File: src/utrb_pkg.sv
// Shared types and constants for the UART byte ring block.
// No dependencies; imported by the top level.
package utrb_pkg;

	localparam int unsigned TX_DEPTH_DEF = 64;
	localparam int unsigned RX_DEPTH_DEF = 64;

	localparam int unsigned MODE_W   = 3;
	localparam int unsigned BYTE_W   = 8;
	localparam int unsigned LEN_W    = 6;
	localparam int unsigned FILL_W   = 6;
	localparam int unsigned STATUS_W = 3;
	localparam int unsigned CNT_W    = 32;

	typedef enum logic [MODE_W-1:0] {
		MODE_RX_BYTE   = 3'd0,
		MODE_TX_ENQ    = 3'd1,
		MODE_TX_SLOT   = 3'd2,
		MODE_RX_READ   = 3'd3,
		MODE_READLINE  = 3'd4,
		MODE_CLR_STATS = 3'd5
	} mode_t;

	typedef enum logic [STATUS_W-1:0] {
		STS_OK       = 3'd0,
		STS_RX_DROP  = 3'd1,
		STS_TX_FULL  = 3'd2,
		STS_EMPTY    = 3'd3,
		STS_NO_LINE  = 3'd4,
		STS_TOO_LONG = 3'd5
	} status_t;

	typedef enum logic [2:0] {
		S_IDLE,
		S_TX_RD,
		S_RX_RD,
		S_SCAN,
		S_EMIT_RD,
		S_EMIT_OUT,
		S_PUT
	} state_t;

endpackage

File: src/utrb_ram.sv
// Generic single-write, single-read synchronous RAM with registered read data.
// No dependencies.
module utrb_ram #(
	parameter int unsigned WIDTH = 8,
	parameter int unsigned DEPTH = 64
) (
	input  logic                     clk,
	input  logic                     wr_en,
	input  logic [$clog2(DEPTH)-1:0] wr_addr,
	input  logic [WIDTH-1:0]         wr_data,
	input  logic [$clog2(DEPTH)-1:0] rd_addr,
	output logic [WIDTH-1:0]         rd_data
);

	logic [WIDTH-1:0] mem_q [DEPTH];
	logic [WIDTH-1:0] rd_data_q;

	always_ff @(posedge clk) begin
		if (wr_en) begin
			mem_q[wr_addr] <= wr_data;
		end
		rd_data_q <= mem_q[rd_addr];
	end

	assign rd_data = rd_data_q;

endmodule

File: src/uart_tx_rx_ring_buffers.sv
// UART rx and tx byte rings between a serial line and a host. Uses utrb_pkg and utrb_ram.
// Rx byte, tx enqueue and clear stats go from idle straight to the result state; tx slot and rx
// read pass a RAM read state first when there is a byte. Readline scans the bytes up to the delimiter
// (or the whole fill), then reads and puts out each line byte in turn, or loads one result when no byte goes out.
// One transaction at a time: the next input is taken once the result is loaded.
// Reset (arst_n, async) clears pointers, counters, FSM, out valid; RAMs not cleared.
module uart_tx_rx_ring_buffers import utrb_pkg::*; #(
	parameter int unsigned TX_DEPTH = TX_DEPTH_DEF,
	parameter int unsigned RX_DEPTH = RX_DEPTH_DEF
) (
	input  logic                clk,
	input  logic                arst_n,
	// input transaction
	input  logic                in_valid,
	output logic                in_stall,
	input  logic [MODE_W-1:0]   mode,
	input  logic [BYTE_W-1:0]   data,
	input  logic                line_ready,
	input  logic [BYTE_W-1:0]   delimiter,
	input  logic [LEN_W-1:0]    max_len,
	// result transaction
	output logic                out_valid,
	input  logic                out_stall,
	output logic [STATUS_W-1:0] status,
	output logic [BYTE_W-1:0]   out_byte,
	output logic                byte_valid,
	output logic                last,
	output logic [LEN_W-1:0]    line_length,
	output logic [FILL_W-1:0]   rx_fill,
	output logic [FILL_W-1:0]   tx_fill,
	output logic [CNT_W-1:0]    rx_received_total,
	output logic [CNT_W-1:0]    rx_overflow_total,
	output logic [CNT_W-1:0]    tx_enqueued_total,
	output logic [CNT_W-1:0]    tx_overflow_total,
	output logic [CNT_W-1:0]    tx_sent_total
);

	localparam int unsigned TX_AW = $clog2(TX_DEPTH);
	localparam int unsigned RX_AW = $clog2(RX_DEPTH);
	// width for comparing a scanned line length against max_len
	localparam int unsigned CMP_W = (RX_AW > LEN_W) ? RX_AW : LEN_W;

	// ---------------------------------------------------------------
	// Registers
	// ---------------------------------------------------------------
	state_t              state_q, state_nxt;
	logic [TX_AW-1:0]    tx_head_q, tx_tail_q;
	logic [RX_AW-1:0]    rx_head_q, rx_tail_q;
	logic [CNT_W-1:0]    cnt_rx_rcv_q, cnt_rx_ovf_q, cnt_tx_enq_q, cnt_tx_ovf_q, cnt_tx_sent_q;

	// per-transaction working registers
	logic [BYTE_W-1:0]   delim_q;
	logic [LEN_W-1:0]    maxl_q;
	logic [RX_AW-1:0]    scan_q;      // index of the byte now on the RAM read port
	logic [RX_AW-1:0]    base_q;      // start of the line being emitted
	logic [LEN_W-1:0]    len_q;
	logic [LEN_W-1:0]    em_q;        // index of the line byte being emitted
	status_t             res_status_q;
	logic [BYTE_W-1:0]   res_byte_q;
	logic                res_bvalid_q;

	// result register
	logic                out_valid_q;
	status_t             out_status_q;
	logic [BYTE_W-1:0]   out_byte_q;
	logic                out_bvalid_q;
	logic                out_last_q;
	logic [LEN_W-1:0]    out_len_q;
	logic [FILL_W-1:0]   out_rx_fill_q, out_tx_fill_q;
	logic [CNT_W-1:0]    out_rx_rcv_q, out_rx_ovf_q, out_tx_enq_q, out_tx_ovf_q, out_tx_sent_q;

	// ---------------------------------------------------------------
	// Ring status
	// ---------------------------------------------------------------
	mode_t               mode_in;
	logic                accept;
	logic                out_free;
	logic [TX_AW-1:0]    tx_fill_w, tx_nxt;
	logic [RX_AW-1:0]    rx_fill_w, rx_nxt;
	logic                tx_full, tx_empty, rx_full, rx_empty;

	assign mode_in   = mode_t'(mode);
	assign accept    = in_valid && (state_q == S_IDLE);
	assign in_stall  = (state_q != S_IDLE);
	assign out_free  = !out_valid_q || !out_stall;

	// power-of-two depths: pointer arithmetic wraps naturally
	assign tx_fill_w = tx_tail_q - tx_head_q;
	assign rx_fill_w = rx_tail_q - rx_head_q;
	assign tx_nxt    = tx_tail_q + TX_AW'(1);
	assign rx_nxt    = rx_tail_q + RX_AW'(1);
	assign tx_full   = (tx_nxt == tx_head_q);
	assign rx_full   = (rx_nxt == rx_head_q);
	assign tx_empty  = (tx_head_q == tx_tail_q);
	assign rx_empty  = (rx_head_q == rx_tail_q);

	// ---------------------------------------------------------------
	// Ring memories
	// ---------------------------------------------------------------
	logic                tx_we, rx_we;
	logic [TX_AW-1:0]    tx_raddr;
	logic [RX_AW-1:0]    rx_raddr;
	logic [BYTE_W-1:0]   tx_rdata, rx_rdata;

	utrb_ram #(.WIDTH(BYTE_W), .DEPTH(TX_DEPTH)) u_tx_ram (
		.clk     (clk),
		.wr_en   (tx_we),
		.wr_addr (tx_tail_q),
		.wr_data (data),
		.rd_addr (tx_raddr),
		.rd_data (tx_rdata)
	);

	utrb_ram #(.WIDTH(BYTE_W), .DEPTH(RX_DEPTH)) u_rx_ram (
		.clk     (clk),
		.wr_en   (rx_we),
		.wr_addr (rx_tail_q),
		.wr_data (data),
		.rd_addr (rx_raddr),
		.rd_data (rx_rdata)
	);

	// ---------------------------------------------------------------
	// Readline scan and emit terms
	// ---------------------------------------------------------------
	logic                hit, too_long, scan_end, emit_last;

	assign hit       = (rx_rdata == delim_q);
	assign too_long  = (CMP_W'(scan_q) > CMP_W'(maxl_q));
	assign scan_end  = ((scan_q + RX_AW'(1)) == rx_fill_w);
	assign emit_last = ((em_q + LEN_W'(1)) == len_q);

	// ---------------------------------------------------------------
	// Next state
	// ---------------------------------------------------------------
	always_comb begin
		state_nxt = state_q;
		unique case (state_q) inside
			S_IDLE: begin
				if (in_valid) begin
					unique case (mode_in)
						MODE_TX_SLOT:  state_nxt = (tx_empty || !line_ready) ? S_PUT : S_TX_RD;
						MODE_RX_READ:  state_nxt = rx_empty ? S_PUT : S_RX_RD;
						MODE_READLINE: state_nxt = rx_empty ? S_PUT : S_SCAN;
						default:       state_nxt = S_PUT;
					endcase
				end
			end
			S_TX_RD, S_RX_RD: state_nxt = S_PUT;
			S_SCAN: begin
				if (hit) begin
					state_nxt = (too_long || (scan_q == '0)) ? S_PUT : S_EMIT_RD;
				end else if (scan_end) begin
					state_nxt = S_PUT;
				end
			end
			S_EMIT_RD: state_nxt = S_EMIT_OUT;
			S_EMIT_OUT: begin
				if (out_free) begin
					state_nxt = emit_last ? S_IDLE : S_EMIT_RD;
				end
			end
			S_PUT: begin
				if (out_free) begin
					state_nxt = S_IDLE;
				end
			end
			default: state_nxt = S_IDLE;
		endcase
	end

	// ---------------------------------------------------------------
	// Memory and result control
	// ---------------------------------------------------------------
	logic                put_load, emit_load;

	always_comb begin
		rx_we     = accept && (mode_in == MODE_RX_BYTE);
		tx_we     = accept && (mode_in == MODE_TX_ENQ) && !tx_full;
		tx_raddr  = tx_head_q;
		put_load  = (state_q == S_PUT) && out_free;
		emit_load = (state_q == S_EMIT_OUT) && out_free;
		unique case (state_q) inside
			// fetch one ahead of the byte under compare
			S_SCAN:                rx_raddr = rx_head_q + scan_q + RX_AW'(1);
			S_EMIT_RD, S_EMIT_OUT: rx_raddr = base_q + RX_AW'(em_q);
			default:               rx_raddr = rx_head_q;
		endcase
	end

	// ---------------------------------------------------------------
	// Pointers, counters, state
	// ---------------------------------------------------------------
	always_ff @(posedge clk or negedge arst_n) begin
		if (!arst_n) begin
			state_q       <= S_IDLE;
			tx_head_q     <= '0;
			tx_tail_q     <= '0;
			rx_head_q     <= '0;
			rx_tail_q     <= '0;
			cnt_rx_rcv_q  <= '0;
			cnt_rx_ovf_q  <= '0;
			cnt_tx_enq_q  <= '0;
			cnt_tx_ovf_q  <= '0;
			cnt_tx_sent_q <= '0;
			out_valid_q   <= 1'b0;
		end else begin
			state_q <= state_nxt;

			case (state_q)
				S_IDLE: begin
					if (in_valid) begin
						case (mode_in)
							MODE_RX_BYTE: begin
								rx_tail_q <= rx_nxt;
								if (rx_full) begin
									// overwrite: drop oldest, keep new byte
									rx_head_q    <= rx_head_q + RX_AW'(1);
									cnt_rx_ovf_q <= cnt_rx_ovf_q + CNT_W'(1);
								end else begin
									cnt_rx_rcv_q <= cnt_rx_rcv_q + CNT_W'(1);
								end
							end
							MODE_TX_ENQ: begin
								if (tx_full) begin
									cnt_tx_ovf_q <= cnt_tx_ovf_q + CNT_W'(1);
								end else begin
									tx_tail_q    <= tx_nxt;
									cnt_tx_enq_q <= cnt_tx_enq_q + CNT_W'(1);
								end
							end
							MODE_CLR_STATS: begin
								cnt_rx_rcv_q  <= '0;
								cnt_rx_ovf_q  <= '0;
								cnt_tx_enq_q  <= '0;
								cnt_tx_ovf_q  <= '0;
								cnt_tx_sent_q <= '0;
							end
							default: ;
						endcase
					end
				end
				S_TX_RD: begin
					tx_head_q     <= tx_head_q + TX_AW'(1);
					cnt_tx_sent_q <= cnt_tx_sent_q + CNT_W'(1);
				end
				S_RX_RD: rx_head_q <= rx_head_q + RX_AW'(1);
				S_SCAN: begin
					// consume line and delimiter up front so fills read post-op
					if (hit && !too_long) begin
						rx_head_q <= rx_head_q + scan_q + RX_AW'(1);
					end
				end
				default: ;
			endcase

			if (put_load || emit_load) begin
				out_valid_q <= 1'b1;
			end else if (!out_stall) begin
				out_valid_q <= 1'b0;
			end
		end
	end

	// ---------------------------------------------------------------
	// Working and result payload
	// ---------------------------------------------------------------
	always_ff @(posedge clk) begin
		if (accept) begin
			delim_q      <= delimiter;
			maxl_q       <= max_len;
			scan_q       <= '0;
			res_byte_q   <= '0;
			res_bvalid_q <= 1'b0;
			case (mode_in)
				MODE_RX_BYTE:  res_status_q <= rx_full ? STS_RX_DROP : STS_OK;
				MODE_TX_ENQ:   res_status_q <= tx_full ? STS_TX_FULL : STS_OK;
				MODE_TX_SLOT:  res_status_q <= STS_EMPTY;
				MODE_RX_READ:  res_status_q <= STS_EMPTY;
				MODE_READLINE: res_status_q <= STS_NO_LINE;
				default:       res_status_q <= STS_OK;
			endcase
		end

		case (state_q)
			S_TX_RD: begin
				res_byte_q   <= tx_rdata;
				res_bvalid_q <= 1'b1;
				res_status_q <= STS_OK;
			end
			S_RX_RD: begin
				res_byte_q   <= rx_rdata;
				res_bvalid_q <= 1'b1;
				res_status_q <= STS_OK;
			end
			S_SCAN: begin
				scan_q <= scan_q + RX_AW'(1);
				if (hit) begin
					res_status_q <= too_long ? STS_TOO_LONG : STS_OK;
					base_q       <= rx_head_q;
					len_q        <= LEN_W'(scan_q);
					em_q         <= '0;
				end
			end
			S_EMIT_OUT: begin
				if (out_free) begin
					em_q <= em_q + LEN_W'(1);
				end
			end
			default: ;
		endcase

		if (put_load || emit_load) begin
			out_rx_fill_q <= FILL_W'(rx_fill_w);
			out_tx_fill_q <= FILL_W'(tx_fill_w);
			out_rx_rcv_q  <= cnt_rx_rcv_q;
			out_rx_ovf_q  <= cnt_rx_ovf_q;
			out_tx_enq_q  <= cnt_tx_enq_q;
			out_tx_ovf_q  <= cnt_tx_ovf_q;
			out_tx_sent_q <= cnt_tx_sent_q;
		end
		if (put_load) begin
			out_status_q <= res_status_q;
			out_byte_q   <= res_byte_q;
			out_bvalid_q <= res_bvalid_q;
			out_last_q   <= 1'b1;
			out_len_q    <= '0;
		end else if (emit_load) begin
			out_status_q <= STS_OK;
			out_byte_q   <= rx_rdata;
			out_bvalid_q <= 1'b1;
			out_last_q   <= emit_last;
			out_len_q    <= len_q;
		end
	end

	// ---------------------------------------------------------------
	// Outputs
	// ---------------------------------------------------------------
	assign out_valid         = out_valid_q;
	assign status            = out_status_q;
	assign out_byte          = out_byte_q;
	assign byte_valid        = out_bvalid_q;
	assign last              = out_last_q;
	assign line_length       = out_len_q;
	assign rx_fill           = out_rx_fill_q;
	assign tx_fill           = out_tx_fill_q;
	assign rx_received_total = out_rx_rcv_q;
	assign rx_overflow_total = out_rx_ovf_q;
	assign tx_enqueued_total = out_tx_enq_q;
	assign tx_overflow_total = out_tx_ovf_q;
	assign tx_sent_total     = out_tx_sent_q;

endmodule

File: config.mk
export PLATFORM = sky130hd
export DESIGN_NAME = uart_tx_rx_ring_buffers
export DESIGN_NICKNAME = d
export VERILOG_FILES = /design/src/utrb_pkg.sv /design/src/utrb_ram.sv /design/src/uart_tx_rx_ring_buffers.sv
export SDC_FILE = /design/constraint.sdc
export NUM_CORES = 2
export LEC_CHECK = 0
export BUFFER_PORTS_ARGS = -buffer_cell sky130_fd_sc_hd__buf_2
export CAP_MARGIN = 25
export CORE_MARGIN = 2
export CORE_UTILIZATION = 56
export DETAILED_ROUTE_END_ITERATION = 10
export PLACE_DENSITY = 0.76
export SLEW_MARGIN = 10
export SYNTH_ARGS = -nofsm -noshare
export SYNTH_HDL_FRONTEND = slang
export SYNTH_SLANG_ARGS = --single-unit
File: constraint.sdc
create_clock -name clk -period 5.25 [get_ports clk]
set_input_delay 1.05 -clock clk [delete_from_list [all_inputs] [get_ports clk]]
set_output_delay 1.05 -clock clk [all_outputs]
set_load 0.05 [all_outputs]
After elaboration in Yosys (flattened, before gate mapping)

Memories as Yosys holds them, arrays and structs flattened. A register that Yosys moved wholly into a read port is not among the register bits.
Cells that the tools add are included.

Register bits: 429
Bits in writable memories: 1024
Input port bits: 30
Output and inout port bits: 193
Word-level logic and storage cells: 181
Memories: 2

Memories:

| name           | depth | bits a word | rd ports | clocked after Yosys merged registers in | wr ports | line           | source |
|---|---|---|---|---|---|---|---|
| u_rx_ram.mem_q | 64    | 8           | 1        | 1                                       | 1        | utrb_ram.sv:15 | `logic [WIDTH-1:0] mem_q [DEPTH];` |
| u_tx_ram.mem_q | 64    | 8           | 1        | 1                                       | 1        | utrb_ram.sv:15 |  |

Add/sub/neg operators: 16
Order comparisons: 1
Eq/ne operators: 32
Multiplexer cells: 55
Bitwise gates (word level): 1
Reduce and logical (&&, ||, !) cells: 42

Operator list:

| cell                                                             | number |
|---|---|
| 32-bit one-hot mux with 2 select lines                           | 5 |
| 32-bit two-way mux                                               | 6 |
| 32-bit by 1-bit adder with 32-bit output (second input constant) | 5 |
| 6-bit two-way mux                                                | 8 |
| 6-bit by 1-bit adder with 6-bit output (second input constant)   | 7 |
| 3-bit two-way mux                                                | 14 |
| 6-bit == test                                                    | 6 |
| 8-bit two-way mux                                                | 3 |
| 6-bit one-hot mux with 2 select lines                            | 2 |
| 4-bit AND reduction                                              | 6 |
| 2-bit != test (second input constant)                            | 9 |
| 3-bit one-hot mux with 6 select lines                            | 1 |
| 6-bit one-hot mux with 3 select lines                            | 1 |
| 8-bit one-hot mux with 2 select lines                            | 1 |
| 3-bit == test (second input constant)                            | 5 |
| 6-bit adder                                                      | 2 |
| 3-bit by 2-bit == test with 1-bit output (second input constant) | 4 |
| 3-bit one-hot mux with 4 select lines                            | 1 |
| 2-bit nonzero test                                               | 6 |
| 6-bit subtractor                                                 | 2 |
| 1-bit two-way mux                                                | 9 |
| 3-bit one-hot mux with 3 select lines                            | 1 |
| 3-bit AND reduction                                              | 3 |
| 3-bit nonzero test                                               | 3 |
| other kinds (16)                                                 | 37 |

Logic depth before layout (Yosys ltp)

Word-level depth: 7
Mapped depth: 13
Depth with buffers taken out: 11

Modules after synthesis

Synthesis repeated with hierarchy kept, for this count alone.

Cell total of the unflattened synthesis: 3567
Area total of the unflattened synthesis: 60105.1 µm²

Modules (own cells, without submodules):

| module                  | instances | cells each | area each (µm²) | seq. area each (µm²) |
|---|---|---|---|---|
| utrb_ram                | 2         | 940        | 20166.8         | 15534.9 |
| uart_tx_rx_ring_buffers | 1         | 1687       | 19771.5         | 11831.3 |

Worst setup path after synthesis

OpenSTA, ideal clock, no wires.

Path type: in2reg
Start point: input port out_stall
End point: register out_bvalid_q (netlist: byte_valid) (enable)
Setup time: 0.535 ns
Data arrival time: 5.255 ns
Required time: 4.715 ns
Path slack: -0.540 ns
Stages: 3
Path buffers: 0
Path through: a21oi_1 -> nor2_1 -> inv_1

Longest elaborated chain between the ends: 4
Elaborated cells on any way between the ends: 5
Classes of those cells: 5 x reduce/logical

RTL lines:

| what                                        | line                                                           | source |
|---|---|---|
| start: declaration                          | uart_tx_rx_ring_buffers.sv:23                                  | `input logic out_stall,` |
| 1-bit zero test (*)                         | -                                                              |  |
| 1-bit logical OR (*)                        | uart_tx_rx_ring_buffers.sv:85                                  | `assign out_free = !out_valid_q \|\| !out_stall;` |
| 1-bit logical AND, on equally long branches | uart_tx_rx_ring_buffers.sv:181, uart_tx_rx_ring_buffers.sv:182 |  |
| 2-bit nonzero test (no source line) (*)     | -                                                              |  |
| end signal: assignment                      | uart_tx_rx_ring_buffers.sv:325                                 | `out_bvalid_q <= res_bvalid_q;` |
| end: declaration                            | uart_tx_rx_ring_buffers.sv:66                                  | `logic out_bvalid_q;` |

Mark *: on every way between the ends. The rest lies on a longest branch, timed or not.
A chain may end at the register's enable or synchronous reset.

Worst setup path after layout

Start point: register rx_head_q[0]
End point: register u_rx_ram.rd_data_q[2] (netlist: u_rx_ram.rd_data[2]) (read register of u_rx_ram.mem_q)

Longest elaborated chain between the ends: 3

RTL lines:

| what                                      | line                           | source |
|---|---|---|
| start: declaration                        | uart_tx_rx_ring_buffers.sv:48  | `logic [RX_AW-1:0] rx_head_q, rx_tail_q;` |
| start signal: assignment                  | uart_tx_rx_ring_buffers.sv:218 | `rx_head_q <= rx_head_q + RX_AW'(1);` |
| start signal: assignment                  | uart_tx_rx_ring_buffers.sv:247 | `S_RX_RD: rx_head_q <= rx_head_q + RX_AW'(1);` |
| start signal: assignment                  | uart_tx_rx_ring_buffers.sv:251 | `rx_head_q <= rx_head_q + scan_q + RX_AW'(1);` |
| 6-bit adder                               | uart_tx_rx_ring_buffers.sv:185 | `S_SCAN: rx_raddr = rx_head_q + scan_q + RX_AW'(1);` |
| 6-bit by 1-bit adder with 6-bit output    | uart_tx_rx_ring_buffers.sv:185 |  |
| 6-bit one-hot mux with 2 select lines (*) | uart_tx_rx_ring_buffers.sv:183 | `unique case (state_q) inside` |
| end: declaration                          | utrb_ram.sv:16                 | `logic [WIDTH-1:0] rd_data_q;` |

Marks and branches as above.

==> impl_results.md <==
* Worst-path maximum fanout at 55
* Die width at 330 um
* CP required at approximately 5.9 ns
* Worst-skew pair later-pin latency at just under 0.8 ns
* Sw frac at 37.7%
* HP Class: primary input to async pin
* P_int at 23.9 mW
* Combinational share of power at 35.2%
* Clk_skew at 0.0360 ns
* CTS buffer count at about 140
* Clock power share at 26.6%
* Slew @ Worst Pin at around 1.2 ns
* Vias in the first global route at 34500
* Syn Nets at 4035
* Worst EP arrival at between 4 and 5 ns
* Max frequency at 236 MHz
* DRT iter0 DRCs at 4696
* Initial DRT Pass Iterations at 6
* Clock root buffer: clkbuf_16
* Async SR Flop Fraction at 12.8%
* Ratio of cells with drive above 1 in the final layout at 16.7%
* Power per Cell Area at 574 mW/mm^2
* RSZ-0062 raised after global routing: no
* Worst vdd ir at 0.726 mV
* Die area at 0.109 mm^2
* Nets at between 4000 and 5000
* Critical path capture point type: register
* Antenna-violating nets left at 0
* WL/cell at 25.5 um
* Post-CTS resize count at 0
* Largest net degree at the start of global routing at 165
* CTS tree: built
* Final hold vios at 0
* Final setup viols at 0
* Core Box Area at 0.105 mm^2
* Placed Area at 0.0621 mm^2
* Hold Buf Count CTS at 0
* Via density per instance at about 6.3
* #FFs+latches synth at approximately 1500
* Initial antenna violation count at 3
* Fin Setup TNS at 0 ns
* Die height at 330 um
* P&R area growth vs syn at 12.5%
* FP Rows at 119
* Leak at between 20 and 25 nW
* Synth Cell Area at 0.0594 mm^2
* EDFF count, synth at approximately 1300
* Buffers on Ports at around 220
* Grt ovf at 0
* Ports at 223
* Design Area, Final at ~0.067 mm^2
* HPWL after DPL at 89.1 mm
* Final period util at 80.8%
* Sink Count at 1469
* Syn avg cell area at 15.0 um^2
* NetSw at 14.5 mW
* Detailed-route wire length at about 150 mm
* Biggest regs: u_rx_ram.mem_q x512, u_tx_ram.mem_q x512
* Slew Limit Fails at 0
* Drc violations at 0
* Synth unique cells at 86
* Postcts setup bufs at 0
* CP Class: register to register
* Synth Instances at 3963
* Clock Pin Slew Worst Setup and Hold Paths at ~0.060 ns
* Setup crit start kind: register
* Tmin final at 4.24 ns
* Routability cong. at 0.924
* Status: complete, no violations
* Seq/Total Area, Yosys at 72.2%
* Max_cap viols at 0
* Flop pwr share at 38.2%
* Clock Tree Buf Depth at 3
* Gr usage total at between 20 and 30%
* Rel. slew slack at about 22%
* First-pass GRT wire length at 218 mm
* Ys Warns at 0
* Initial Utilization at a little under three fifths
* Routed via count at approximately 36000
* Main flop type after synthesis: edfxtp_1
* H-tree Lvls at 4
area by class of cell:
type	count	area (um^2)
sequential	1469	42900
fill	7129	38400
multi-input combinational	2235	15500
clock buffer	187	3960
timing repair buffer	280	1740
tap	1391	1740
clock inverter	76	717
inverter	67	255
antenna	6	15.0
critical path, stage by stage (launching register included):
cell and delay (ns):
dfrtp_1 0.53, inv_1 0.11, ha_1 0.24, fa_1 0.46, a211oi_1 0.54, a21o_4 0.58, buf_4 0.38, nand3_1 0.11
o21ai_0 0.14, o221ai_1 0.28, a32oi_1 0.48, o221ai_1 0.20
power groups by stage:
stage	clock, mW	combinational (mW)	sequential (mW)
3_3_place_gp	0	13.0	14.8
2_1_floorplan	0	7.12	16.9
5_1_grt	10.7	14.2	14.7
4_1_cts	10.3	13.4	14.6
6_report	10.2	13.5	14.7
3_5_place_dp	0	13.2	14.9
cells in the mapped netlist, types with 17 or more instances:
| library cell | count | share of area [%] |
|---|---|---|
| nor2_1 | 418 | 2.6 |
| xnor2_1 | 99 | 1.5 |
| clkbuf_1 | 109 | 0.69 |
| nand3_1 | 173 | 1.5 |
| a21oi_1 | 89 | 0.75 |
| and3_1 | 70 | 0.74 |
| a31oi_1 | 52 | 0.55 |
| edfxtp_1 | 1254 | 63 |
| nor3_1 | 35 | 0.29 |
| o221ai_1 | 20 | 0.29 |
| mux2i_1 | 44 | 0.74 |
| or3_1 | 45 | 0.47 |
| dfrtp_1 | 188 | 7.9 |
| nand2_1 | 493 | 3.1 |
| ha_1 | 38 | 0.80 |
| o21ai_0 | 118 | 0.99 |
| buf_2 | 48 | 0.40 |
| mux4_2 | 168 | 6.4 |
| a32oi_1 | 17 | 0.25 |
| buf_1 | 28 | 0.18 |
| inv_1 | 64 | 0.40 |
| xor2_1 | 72 | 1.1 |
| nand4_1 | 37 | 0.39 |
| dfxtp_1 | 27 | 0.91 |
through the flow:
step	utilization [%]	cells	total power [mW]	hold WS (ns)	setup WS, ns
6_report	63.5	5711	38.4	0.160	1.01
5_1_grt	63.5	5705	39.7	0.148	0.889
4_1_cts	63.4	5702	38.3	0.429	1.21
3_5_place_dp	59.0	5439	28.1	0.448	1.25
3_3_place_gp	58.9	5436	27.9	0.446	1.25
2_1_floorplan	-	3963	24.0	0.433	0.164
placed cells by master, fill, tap and decap left out, types with 63 or more instances in the layout:
master     netlist  routed
and3_1          70      70
xnor2_1         99      99
edfxtp_1      1254    1254
a21oi_1         89      88
nor2_1         418     417
xor2_1          72      72
inv_1           64      63
mux4_2         168     168
nand3_1        173     173
nand2_1        493     492
dfrtp_1        188     186
clkbuf_16        0     149
o21ai_0        118     118
buf_2           48     215
per-layer routing:
layer / vias to the layer above / track usage (%) / share of wire [%]
met5: - / 0 / 0.016
met4: 4 / 9.44 / 3.4
met3: 303 / 5.30 / 10
met2: 2223 / 42.8 / 48
met1: 18000 / 37.5 / 38
li1: 15400 / - / -
path summary, 6_finish.rpt:
path,start,slack [ns],cells after the start,to
hold reg to reg,res_status_q[1],0.46,2,res_status_q[1]
setup reg to reg,rx_head_q[0],1.01,11,u_rx_ram.rd_data[2]
setup / recovery,rx_head_q[0],1.01,11,u_rx_ram.rd_data[2]
min in group clk,res_status_q[1],0.46,2,res_status_q[1]
max in group asynchronous,arst_n,3.87,3,tx_head_q[0]
hold / removal,arst_n,0.16,1,cnt_tx_ovf_q[27]
kinds of logic (layout without fill, tap and decap cells):
| group | count (synthesis) | in the layout | synth area share (%) |
|---|---|---|---|
| flip-flops | 1469 | 1469 | 72.2 |
| AND/OR/NAND/NOR | 1387 | 1387 | 10.6 |
| AO/OA/AOI/OAI | 408 | 408 | 4.47 |
| buffers and inverters | 259 | 610 | 1.80 |
| multiplexers | 225 | 225 | 7.36 |
| XOR/XNOR | 173 | 173 | 2.59 |
| adder cells (fa/ha/maj) | 42 | 42 | 0.936 |
| other | 0 | 6 | 0 |
Note: power is estimated with default switching activity, not from simulation.
